### config.mk
export PLATFORM = sky130hd
export DESIGN_NAME = multichannel_phase_dimmer
export DESIGN_NICKNAME = d
export VERILOG_FILES = /design/src/design/mpd_pkg.sv /design/src/design/mpd_front.sv /design/src/design/mpd_queue.sv /design/src/design/mpd_back.sv /design/src/design/multichannel_phase_dimmer.sv
export VERILOG_INCLUDE_DIRS = /design/src /design/src/design
export SDC_FILE = /design/constraint.sdc
export NUM_CORES = 1
export LEC_CHECK = 0
export ABC_AREA = 1
export BUFFER_PORTS_ARGS = -buffer_cell sky130_fd_sc_hd__buf_2
export CAP_MARGIN = 40
export CORE_MARGIN = 5
export CORE_UTILIZATION = 24
export CTS_BUF_LIST = sky130_fd_sc_hd__clkbuf_2
export CTS_CLUSTER_DIAMETER = 60
export DETAILED_ROUTE_END_ITERATION = 8
export PLACE_DENSITY = 0.35
export SYNTH_ARGS = -nofsm -noshare
export SYNTH_HDL_FRONTEND = slang
export SYNTH_HIERARCHICAL = 1
export SYNTH_SLANG_ARGS = --single-unit
### constraint.sdc
create_clock -name aclk -period 8.37 [get_ports aclk]
set_input_delay 0.837 -clock aclk [delete_from_list [all_inputs] [get_ports aclk]]
set_output_delay 0.837 -clock aclk [all_outputs]
set_load 0.01 [all_outputs]
### src/design/multichannel_phase_dimmer_defines.svh
// assertion macros for the multichannel phase dimmer
// expects aclk and aresetn in the scope where a macro is used
`ifndef MULTICHANNEL_PHASE_DIMMER_DEFINES_SVH
`define MULTICHANNEL_PHASE_DIMMER_DEFINES_SVH

// checked on every clock edge once reset is released
`define MPD_ASSERT(label, prop, msg) \
    label: assert property (@(posedge aclk) disable iff (!aresetn) prop) else $error(msg);

// checked on every clock edge, reset included
`define MPD_ASSERT_ALWAYS(label, prop, msg) \
    label: assert property (@(posedge aclk) prop) else $error(msg);

`endif

### src/design/mpd_pkg.sv
// shared types and constants for the multichannel phase dimmer
// no dependencies
package mpd_pkg;

    // channel count and derived index width
    localparam int CHANNELS  = 16;
    localparam int CH_IDX_W  = (CHANNELS > 1) ? $clog2(CHANNELS) : 1;

    // field widths
    localparam int MODE_W    = 2;
    localparam int CHAN_W    = 4;
    localparam int LEVEL_IN_W = 8;
    localparam int LEVEL_W   = 7;
    localparam int COUNT_W   = 8;
    localparam int TICK_W    = 12;
    localparam int GATE_W    = 16;
    localparam int CFG_ADDR_W = 2;
    localparam int CFG_DATA_W = 12;
    localparam int S_TDATA_W = 16;
    localparam int M_TDATA_W = 24;

    // level clamp
    localparam logic [LEVEL_IN_W-1:0] LEVEL_MAX_IN = 8'd100;
    localparam logic [LEVEL_W-1:0]    LEVEL_MAX    = 7'd100;

    // register reset values
    localparam logic [COUNT_W-1:0] START_COUNT_RST  = 8'd100;
    localparam logic [COUNT_W-1:0] CUTOFF_COUNT_RST = 8'd5;
    localparam logic [TICK_W-1:0]  SYNC_TIMEOUT_RST = 12'd2000;

    // register indexes
    localparam logic [CFG_ADDR_W-1:0] REG_START_COUNT  = 2'd0;
    localparam logic [CFG_ADDR_W-1:0] REG_CUTOFF_COUNT = 2'd1;
    localparam logic [CFG_ADDR_W-1:0] REG_SYNC_TIMEOUT = 2'd2;

    // input mode codes
    localparam logic [MODE_W-1:0] MODE_TICK        = 2'd0;
    localparam logic [MODE_W-1:0] MODE_ZERO_CROSS  = 2'd1;
    localparam logic [MODE_W-1:0] MODE_LEVEL_WRITE = 2'd2;

    // queue depth between front and back
    localparam int QUEUE_DEPTH = 2;
    localparam int QPTR_W      = (QUEUE_DEPTH > 1) ? $clog2(QUEUE_DEPTH) : 1;
    localparam int QCNT_W      = $clog2(QUEUE_DEPTH + 1);

    // decoded operation kinds
    typedef enum logic [1:0] {
        OP_TICK,
        OP_ZERO_CROSS,
        OP_LEVEL,
        OP_NOP
    } op_kind_t;

    // one classified word as held in the queue
    typedef struct packed {
        op_kind_t             kind;
        logic                 store;
        logic [CHAN_W-1:0]    chan;
        logic [LEVEL_W-1:0]   level;
        logic                 last;
    } op_t;

    // configuration write
    typedef struct packed {
        logic                  en;
        logic [CFG_ADDR_W-1:0] addr;
        logic [CFG_DATA_W-1:0] data;
    } cfg_wr_t;

    // queue status towards the front
    typedef struct packed {
        logic              empty;
        logic              full;
        logic [QCNT_W-1:0] count;
    } q_status_t;

endpackage

### src/design/mpd_front.sv
// front end: accepts input words and classifies them into queue operations
// depends on mpd_pkg
module mpd_front import mpd_pkg::*; (
    input  logic                  aclk,
    input  logic                  aresetn,
    input  logic                  s_tvalid,
    output logic                  s_tready,
    input  logic [S_TDATA_W-1:0]  s_tdata,   // [3:0] channel, [11:4] level, rest zero
    input  logic [MODE_W-1:0]     s_tuser,   // [1:0] mode
    input  logic                  s_tlast,   // frame_last
    input  q_status_t             q_status,
    output logic                  push,
    output op_t                   push_op
);

    logic [CHAN_W-1:0]     chan_in;
    logic [LEVEL_IN_W-1:0] level_in;
    logic                  rst_hold_reg;

    // hold off acceptance in the first cycle after reset is released
    always_ff @(posedge aclk) begin
        rst_hold_reg <= !aresetn;
    end

    assign chan_in  = s_tdata[CHAN_W-1:0];
    assign level_in = s_tdata[CHAN_W +: LEVEL_IN_W];

    assign s_tready = !q_status.full && aresetn && !rst_hold_reg;
    assign push     = s_tvalid && s_tready;

    // decode mode, clamp level, check channel range
    always_comb begin
        push_op = '0;
        case (s_tuser)
            MODE_TICK:        push_op.kind = OP_TICK;
            MODE_ZERO_CROSS:  push_op.kind = OP_ZERO_CROSS;
            MODE_LEVEL_WRITE: push_op.kind = OP_LEVEL;
            default:          push_op.kind = OP_NOP;
        endcase
        push_op.chan  = chan_in;
        push_op.store = ({1'b0, chan_in} < (CHAN_W+1)'(CHANNELS));
        push_op.level = (level_in > LEVEL_MAX_IN) ? LEVEL_MAX : level_in[LEVEL_W-1:0];
        push_op.last  = s_tlast;
    end

endmodule

### src/design/mpd_queue.sv
// short queue of classified operations between front and back
// depends on mpd_pkg
module mpd_queue import mpd_pkg::*; (
    input  logic      aclk,
    input  logic      aresetn,
    input  logic      push,
    input  op_t       push_op,
    input  logic      pop,
    output op_t       head_op,
    output q_status_t status
);

    op_t               entry_reg [QUEUE_DEPTH];
    logic [QPTR_W-1:0] wr_ptr_reg, wr_ptr_next;
    logic [QPTR_W-1:0] rd_ptr_reg, rd_ptr_next;
    logic [QCNT_W-1:0] count_reg,  count_next;

    // pointer wrap at the queue depth
    function automatic logic [QPTR_W-1:0] ptr_inc(input logic [QPTR_W-1:0] p);
        if (p == QPTR_W'(QUEUE_DEPTH - 1))
            return '0;
        return p + 1'b1;
    endfunction

    always_comb begin
        wr_ptr_next = push ? ptr_inc(wr_ptr_reg) : wr_ptr_reg;
        rd_ptr_next = pop  ? ptr_inc(rd_ptr_reg) : rd_ptr_reg;
        count_next  = count_reg;
        if (push && !pop)
            count_next = count_reg + 1'b1;
        else if (pop && !push)
            count_next = count_reg - 1'b1;
    end

    // control state
    always_ff @(posedge aclk) begin
        if (!aresetn) begin
            wr_ptr_reg <= '0;
            rd_ptr_reg <= '0;
            count_reg  <= '0;
        end else begin
            wr_ptr_reg <= wr_ptr_next;
            rd_ptr_reg <= rd_ptr_next;
            count_reg  <= count_next;
        end
    end

    // storage
    always_ff @(posedge aclk) begin
        if (push)
            entry_reg[wr_ptr_reg] <= push_op;
    end

    assign head_op      = entry_reg[rd_ptr_reg];
    assign status.empty = (count_reg == '0);
    assign status.full  = (count_reg == QCNT_W'(QUEUE_DEPTH));
    assign status.count = count_reg;

endmodule

### src/design/mpd_back.sv
// back end: executes queued operations, holds dimmer state and the result register
// depends on mpd_pkg
module mpd_back import mpd_pkg::*; (
    input  logic                 aclk,
    input  logic                 aresetn,
    input  cfg_wr_t              cfg_wr,
    input  op_t                  op,
    input  logic                 op_valid,
    output logic                 pop,
    output logic                 m_tvalid,
    input  logic                 m_tready,
    output logic [M_TDATA_W-1:0] m_tdata   // [15:0] gate_bits, [16] sync_led, [17] sync_lost
);

    // configuration registers
    logic [COUNT_W-1:0] start_count_reg;
    logic [COUNT_W-1:0] cutoff_count_reg;
    logic [TICK_W-1:0]  sync_timeout_reg;

    // dimmer state
    logic [LEVEL_W-1:0]  active_reg [CHANNELS];
    logic [LEVEL_W-1:0]  active_next [CHANNELS];
    logic [LEVEL_W-1:0]  shadow_reg [CHANNELS];
    logic [LEVEL_W-1:0]  shadow_next [CHANNELS];
    logic                pending_reg, pending_next;
    logic [COUNT_W-1:0]  counter_reg, counter_next;
    logic                armed_reg, armed_next;
    logic [CHANNELS-1:0] gate_reg, gate_next;
    logic [TICK_W-1:0]   ticks_reg, ticks_next;
    logic                led_reg, led_next;
    logic [CHANNELS-1:0] fire;

    // result register
    logic                 out_valid_reg;
    logic [M_TDATA_W-1:0] out_data_reg;
    logic [M_TDATA_W-1:0] out_data_next;

    assign pop = op_valid && (!out_valid_reg || m_tready);

    // configuration writes
    always_ff @(posedge aclk) begin
        if (!aresetn) begin
            start_count_reg  <= START_COUNT_RST;
            cutoff_count_reg <= CUTOFF_COUNT_RST;
            sync_timeout_reg <= SYNC_TIMEOUT_RST;
        end else if (cfg_wr.en) begin
            case (cfg_wr.addr)
                REG_START_COUNT:  start_count_reg  <= cfg_wr.data[COUNT_W-1:0];
                REG_CUTOFF_COUNT: cutoff_count_reg <= cfg_wr.data[COUNT_W-1:0];
                REG_SYNC_TIMEOUT: sync_timeout_reg <= cfg_wr.data[TICK_W-1:0];
                default: ;
            endcase
        end
    end

    // per-channel firing compare
    always_comb begin
        for (int i = 0; i < CHANNELS; i++)
            fire[i] = (counter_reg < {1'b0, active_reg[i]});
    end

    // next state for the operation at the queue head
    always_comb begin
        active_next  = active_reg;
        shadow_next  = shadow_reg;
        pending_next = pending_reg;
        counter_next = counter_reg;
        armed_next   = armed_reg;
        gate_next    = gate_reg;
        ticks_next   = ticks_reg;
        led_next     = led_reg;
        case (op.kind)
            OP_TICK: begin
                if (ticks_reg >= sync_timeout_reg)
                    led_next = 1'b0;
                else
                    ticks_next = ticks_reg + 1'b1;
                if (armed_reg) begin
                    gate_next = gate_reg | fire;
                    if (counter_reg <= cutoff_count_reg) begin
                        gate_next  = '0;
                        armed_next = 1'b0;
                    end
                    counter_next = counter_reg - 1'b1;
                end
            end
            OP_ZERO_CROSS: begin
                gate_next = '0;
                if (pending_reg) begin
                    active_next  = shadow_reg;
                    pending_next = 1'b0;
                end
                counter_next = start_count_reg;
                armed_next   = 1'b1;
                led_next     = !led_reg;
                ticks_next   = '0;
            end
            OP_LEVEL: begin
                if (op.store)
                    shadow_next[op.chan[CH_IDX_W-1:0]] = op.level;
                if (op.last)
                    pending_next = 1'b1;
            end
            default: ;
        endcase
        out_data_next = '0;
        out_data_next[GATE_W-1:0] = GATE_W'(gate_next);
        out_data_next[GATE_W]     = led_next;
        out_data_next[GATE_W+1]   = (ticks_next >= sync_timeout_reg);
    end

    // state and result register
    always_ff @(posedge aclk) begin
        if (!aresetn) begin
            for (int i = 0; i < CHANNELS; i++) begin
                active_reg[i] <= '0;
                shadow_reg[i] <= '0;
            end
            pending_reg   <= 1'b0;
            counter_reg   <= '0;
            armed_reg     <= 1'b0;
            gate_reg      <= '0;
            ticks_reg     <= '0;
            led_reg       <= 1'b0;
            out_valid_reg <= 1'b0;
        end else begin
            if (pop) begin
                active_reg  <= active_next;
                shadow_reg  <= shadow_next;
                pending_reg <= pending_next;
                counter_reg <= counter_next;
                armed_reg   <= armed_next;
                gate_reg    <= gate_next;
                ticks_reg   <= ticks_next;
                led_reg     <= led_next;
            end
            if (pop)
                out_valid_reg <= 1'b1;
            else if (m_tready)
                out_valid_reg <= 1'b0;
        end
    end

    always_ff @(posedge aclk) begin
        if (pop)
            out_data_reg <= out_data_next;
    end

    assign m_tvalid = out_valid_reg;
    assign m_tdata  = out_data_reg;

endmodule

### src/design/multichannel_phase_dimmer.sv
// top level of the sixteen-channel phase-angle dimmer
// depends on mpd_pkg, mpd_front, mpd_queue, mpd_back and the defines header
//
//   channel   ports                          word
//   input     s_tvalid/s_tready/s_t*         channel, level in tdata; mode in tuser; tlast
//   result    m_tvalid/m_tready/m_tdata      gate_bits, sync_led, sync_lost
//   config    cfg_wr_en/cfg_addr/cfg_wdata   start_count, cutoff_count, sync_timeout
//
// one word accepted per cycle unless stalled; each yields one registered result via the queue
// the front classifies into a two-entry queue; the back runs one op per cycle unless stalled
// the back stalls only on m_tready; the front stalls only on reset or a full queue
// synchronous active-low reset; no acceptance in the reset cycle or the one after
`include "multichannel_phase_dimmer_defines.svh"
module multichannel_phase_dimmer import mpd_pkg::*; (
    input  logic                  aclk,
    input  logic                  aresetn,
    input  logic                  s_tvalid,
    output logic                  s_tready,
    input  logic [S_TDATA_W-1:0]  s_tdata,   // [3:0] channel, [11:4] level, rest zero
    input  logic [MODE_W-1:0]     s_tuser,   // [1:0] mode
    input  logic                  s_tlast,   // frame_last
    output logic                  m_tvalid,
    input  logic                  m_tready,
    output logic [M_TDATA_W-1:0]  m_tdata,   // [15:0] gate_bits, [16] sync_led, [17] sync_lost
    input  logic                  cfg_wr_en,
    input  logic [CFG_ADDR_W-1:0] cfg_addr,
    input  logic [CFG_DATA_W-1:0] cfg_wdata
);

    logic      push;
    logic      pop;
    op_t       push_op;
    op_t       head_op;
    q_status_t q_status;
    cfg_wr_t   cfg_wr;

    assign cfg_wr.en   = cfg_wr_en;
    assign cfg_wr.addr = cfg_addr;
    assign cfg_wr.data = cfg_wdata;

    // accept and classify
    mpd_front u_front (
        .aclk     (aclk),
        .aresetn  (aresetn),
        .s_tvalid (s_tvalid),
        .s_tready (s_tready),
        .s_tdata  (s_tdata),
        .s_tuser  (s_tuser),
        .s_tlast  (s_tlast),
        .q_status (q_status),
        .push     (push),
        .push_op  (push_op)
    );

    // decoupling queue
    mpd_queue u_queue (
        .aclk    (aclk),
        .aresetn (aresetn),
        .push    (push),
        .push_op (push_op),
        .pop     (pop),
        .head_op (head_op),
        .status  (q_status)
    );

    // execute and present results
    mpd_back u_back (
        .aclk     (aclk),
        .aresetn  (aresetn),
        .cfg_wr   (cfg_wr),
        .op       (head_op),
        .op_valid (!q_status.empty),
        .pop      (pop),
        .m_tvalid (m_tvalid),
        .m_tready (m_tready),
        .m_tdata  (m_tdata)
    );

    // queue never holds more than its depth
    `MPD_ASSERT(a_queue_bound, (q_status.count <= QCNT_W'(QUEUE_DEPTH)), "queue overfilled")
    // an op is only taken from a non-empty queue
    `MPD_ASSERT(a_pop_nonempty, (pop |-> !q_status.empty), "pop from empty queue")
    // a queued op with a free result slot is executed at once
    `MPD_ASSERT(a_no_idle_back, ((!q_status.empty && (!m_tvalid || m_tready)) |-> pop), "back idled")

endmodule
### Word level (Yosys, flattened, before mapping)

Memory sizes are Yosys's and may differ from the RTL's. A register that Yosys moved wholly into a read port is not among the register bits.
Index checks and enable logic that the tools add are counted.

* memories: 1
* word-level logic and storage cells: 152
* bits in registers: 315
* memory bits (writable): 28

* add/subtract/negate cells: 6
* muxes and demuxes: 33
* equality and inequality tests: 9
* order comparisons: 22
* bitwise operators: 2
* reduce and logical (&&, ||, !) cells: 32

Memory list
* u_queue.entry_reg: words 2, bits a word 14, rd ports 1, clocked after memory_dff 1, wr ports 1, line mpd_queue.sv:13 `op_t entry_reg [QUEUE_DEPTH];`

Operators by type and width (number)
* 8-bit by 7-bit less-than comparator with 1-bit output: 16
* 112-bit bitwise mux: 1
* 16-bit two-way mux: 2
* 16-bit one-hot mux with 2 select lines: 1
* 7-bit demux with 4-bit select: 1
* 12-bit >= comparator: 2
* 12-bit one-hot mux with 2 select lines: 1
* 1-bit two-way mux: 16
* 16-bit bitwise OR: 1
* 8-bit one-hot mux with 2 select lines: 1
* 7-bit two-way mux: 2
* 12-bit by 1-bit adder with 12-bit output, second input constant: 1
* 12-bit two-way mux: 1
* 3-bit AND reduction: 4
* 2-bit == test, second input constant: 4
* 8-bit by 7-bit > comparator with 1-bit output, second input constant: 1
* 8-bit <= comparator: 1
* 1-bit zero test: 8
* 2-bit zero test: 4
* 8-bit two-way mux: 1
* 2-bit AND reduction: 4
* 2-bit nonzero test: 4
* 8-bit by 1-bit subtractor with 8-bit output, second input constant: 1
* 1-bit logical AND: 7
* 13 further kinds: 19

### Logic depth before layout (Yosys ltp)

* depth in word-level cells: 9
* gate-level depth with buffers: 19

### Cells and area by module

Netlist, hierarchy kept.

Modules (own cells, without submodules)
* mpd_back: times used 1, sequential area each 6386.1 um2, cells an instance 1985, area an instance 14998.1 um2
* mpd_queue: times used 1, sequential area each 1001.0 um2, cells an instance 82, area an instance 1366.3 um2
* mpd_front: times used 1, sequential area each 20.0 um2, cells an instance 44, area an instance 222.7 um2
* multichannel_phase_dimmer: times used 1, sequential area each 0.0 um2, cells an instance 1, area an instance 3.8 um2

### Worst setup path after synthesis

Ideal clock, no wire load.

* kind: input -> register
* from: in m_tready
* to: reg u_queue.count_reg[1]
* data arrival time: 2.592 ns
* cell stages on the path: 12
* required time: 8.306 ns
* setup slack: 5.714 ns
* library setup time: 0.064 ns
* cell sequence: inv_1 nand2_2 nand2_4 inv_4 clkbuf_1 inv_1 ha_1 inv_1 nand3_1 nand2_1 inv_1 nor2_1

* word-level cells in the longest chain between the ends: 5
* elaborated cells on any way between the ends: 7
* classes of those cells: 1 x mux; 6 x reduce/logical

RTL lines
* start, declared: line multichannel_phase_dimmer.sv:23 `input logic m_tready,`
* 1-bit logical OR (*): line mpd_back.sv:38 `assign pop = op_valid && (!out_valid_reg || m_tready);`
* 1-bit logical AND (*): line mpd_back.sv:38
* via pop: line multichannel_phase_dimmer.sv:31 `logic pop;`
* 1-bit zero test: line mpd_queue.sv:29 `if (push && !pop)`
* 1-bit logical AND: line mpd_queue.sv:29
* 2-bit two-way mux / 2-bit nonzero test (equally long branches)
* end signal, assigned: line mpd_queue.sv:44 `count_reg <= count_next;`
* end, declared: line mpd_queue.sv:16 `logic [QCNT_W-1:0] count_reg, count_next;`

The timed path passes the listed nets; every way through them passes the cells marked *.
A chain may end at the register's enable or synchronous reset.

==> impl_metrics.json <==
{
  "worstMarginPinSlew_ns": 0.8579,
  "status": "finished, final reports clean",
  "cts-resized-gates": 0,
  "core_um2": 68590,
  "vias": 13808,
  "clkTransAtPathRegs_ns": 0.10,
  "drive_gt1_frac": 0.1300,
  "synth-simple-area-share": 0.1763,
  "numPlacedInstances": 3014,
  "synth_top_cell_area_share": 0.3596,
  "dieHeight_um": 272.9,
  "layoutNonFillerInstCount": 3227,
  "drtAntennaViolNets": 0,
  "grt_pass1_wl_mm": 74.40,
  "synth.avg_cell_area_um2": 7.856,
  "ys_top_cells_by_count": "dfxtp_1, o21ai_0, nor2_1",
  "final_nets": 2389,
  "synth_edf_count": 48,
  "synthFlopType": "dfxtp_1",
  "drt_iter0_drc": 676,
  "vias_per_cell": 4.279,
  "gp_congestion": 0.7146,
  "yosysTopAreaCell": "dfxtp_1",
  "synth_top_family_by_area": "simple AND/OR/NAND/NOR gates",
  "critPathSlowestCell": "mux2_2",
  "irDropWorstVdd_mv": 0.1126,
  "fillCellCount": 7551,
  "wl_per_cell_um": 14.68,
  "synth_adder_area_share": 0.09879,
  "fin_crit_ns": 3.297,
  "cp_max_fo": 17,
  "ys_ff_latch": 346,
  "antenna_found_initial": 2,
  "die-width_um": 272.9,
  "final_core_util": 0.2773,
  "yosys_warnings": 6,
  "clock_latency_ns": 1.07,
  "grt-ovfl-total": 0,
  "drv_slew": 0,
  "num_rows": 96,
  "ys_types": 44,
  "leakagePower_nw": 8.114,
  "critPathCaptureType": "flop",
  "dp_hpwl_mm": 29.68,
  "drc": 0,
  "numCtsBuffers": 102,
  "fin_tns_setup_ns": 0,
  "max_stage_delay_ns": 0.52,
  "synth_compound_area_frac": 0.1720,
  "io_pins": 64,
  "synth_most_common_cell": "dfxtp_1",
  "grt_pass1_vias": 13292,
  "fin_crit_sh": 0.3939,
  "path_common_cell": "inv_1",
  "max-cap-violations": 0,
  "r2r_cells": 10,
  "track_usage": 0.1267,
  "power_density_nw_per_um2": 256.9,
  "muxShareOfSynthArea": 0.01244,
  "p_total_mw": 4.886,
  "fmax_ghz": 0.3033,
  "critPathKind": "flop to flop",
  "cts_tree": "yes",
  "synth.cell_area_um2": 16590,
  "syn_inst": 2112,
  "cts_root_buf": "clkbuf_2",
  "max-slew-margin-rel": 0.4281,
  "synthArstFlopShare": 0,
  "drtPass1Iterations": 5,
  "min_path_type": "input port to flop",
  "rsz0062_at_grt": "false",
  "cp_cell_sequence": "mux2_2 > nor2_4 > inv_1 > nand3_1 > inv_1 > ha_1 > a21oi_1 > nor2_1 > a211oi_1 > nand4_1",
  "htree_levels": 3,
  "skew_ns": 0.1181,
  "setup_viol": 0,
  "critical_path_arrival_ns": 4.10,
  "grt_max_degree": 89,
  "cp-start-kind": "flop",
  "port_buffers": 53,
  "ys_seq_area_frac": 0.4465,
  "area_delta_synth_final_pct": 14.62,
  "crit_required_ns": 9.17,
  "final-hold-violation-count": 0,
  "hold_buffers": 33,
  "cts_setup_buffers": 0,
  "dieArea_um2": 74490,
  "initial_core_util": 0.2419,
  "hold_depth": 2,
  "synth_area_leaders": "dfxtp_1, ha_1, o21ai_0",
  "clock-sinks": 346,
  "drt_wl_total_mm": 47.38,
  "clk_path_buf_depth": 3,
  "synth-xor-area-share": 0.001584
}
==> layout make-up <==
type	count	area, um2	share of cell area
timing repair buffer	105	839.6	0.04415
clock buffer	152	760.7	0.04001
clock inverter	24	133.9	0.007040
multi-input combinational	1394	7677	0.4037
antenna	4	10.01	0.0005264
inverter	271	1020	0.05363
tap	931	1165	0.06126
sequential	346	7410	0.3897
==> through the flow <==
stage	hold slack, ns	setup WS, ns	instance area [um2]
finish	0.1725	5.073	19020
detailed placement	0.4315	5.040	17780
CTS	0.0003193	5.058	19010
global placement	0.4295	4.410	17640
global route	0.02590	4.837	19020
floorplan	0.4205	5.714	16610
==> logic make-up (layout without fill, tap and decap cells) <==
logic type / count (synthesis) / count (layout)
buffers and inverters: 377 / 552
XOR/XNOR: 3 / 3
other: 2 / 11
multiplexers: 15 / 15
AND/OR/NAND/NOR: 679 / 679
adder cells (fa/ha/maj): 131 / 131
AO/OA/AOI/OAI: 559 / 559
flip-flops: 346 / 346
==> metal layers <==
layer / global-route usage / routed length (um) / vias up
met5: 0 / 0 / -
met4: 0.03549 / 971 / 0
met3: 0.02862 / 1757 / 77
met2: 0.2040 / 21020 / 205
met1: 0.1712 / 23630 / 6271
li1: - / - / 7255
==> cells in the final DEF (no fill, tap or decap), types with 3 or more instances in the layout <==
master,netlist,routed
nand2_2,7,7
nand2_1,255,255
inv_1,251,251
nand4_1,27,27
conb_1,2,7
dlygate4sd3_1,0,33
nand3_1,46,46
a211oi_1,3,3
nor3_1,38,38
nor3_4,4,4
o211ai_1,11,11
nor2_1,278,278
clkinv_1,4,21
a21oi_1,236,236
inv_2,15,18
buf_2,13,52
edfxtp_1,48,48
mux2_4,10,10
nor2_4,4,4
o21ai_1,14,14
mux2_2,5,5
dfxtp_1,298,296
o21ai_0,289,289
nor2_2,7,7
nand3_2,3,3
diode_2,0,4
clkbuf_2,0,152
buf_4,14,13
buf_16,0,4
ha_1,131,131
==> power breakdown <==
group | switching (mW) | total [mW] | internal (mW) | leakage (nW)
registers | 0.106 | 1.92 | 1.82 | 2.86
clock network | 0.763 | 1.28 | 0.516 | 0.699
logic | 1.15 | 1.68 | 0.537 | 4.55
==> worst max-delay path: cells and delay by family, from the launching register on <==
family	cells	cell delay [ns]
buffers and inverters	2	0.49
flip-flops	1	0.45
multiplexers	1	0.52
adder cells (fa/ha/maj)	1	0.29
AND/OR/NAND/NOR	4	0.89
AO/OA/AOI/OAI	2	0.37
==> final timing paths <==
| check | startpoint | endpoint | slack [ns] |
|---|---|---|---|
| max | flop | u_back/m_tdata[17] | 5.07 |
| min | aresetn | u_front/rst_hold_reg | 0.17 |
| max reg2reg | flop | u_back/m_tdata[17] | 5.07 |
| min reg2reg | u_back/shadow_reg[38] | u_back/shadow_reg[38] | 0.44 |
No activity file was read; power rests on OpenSTA's default activity.
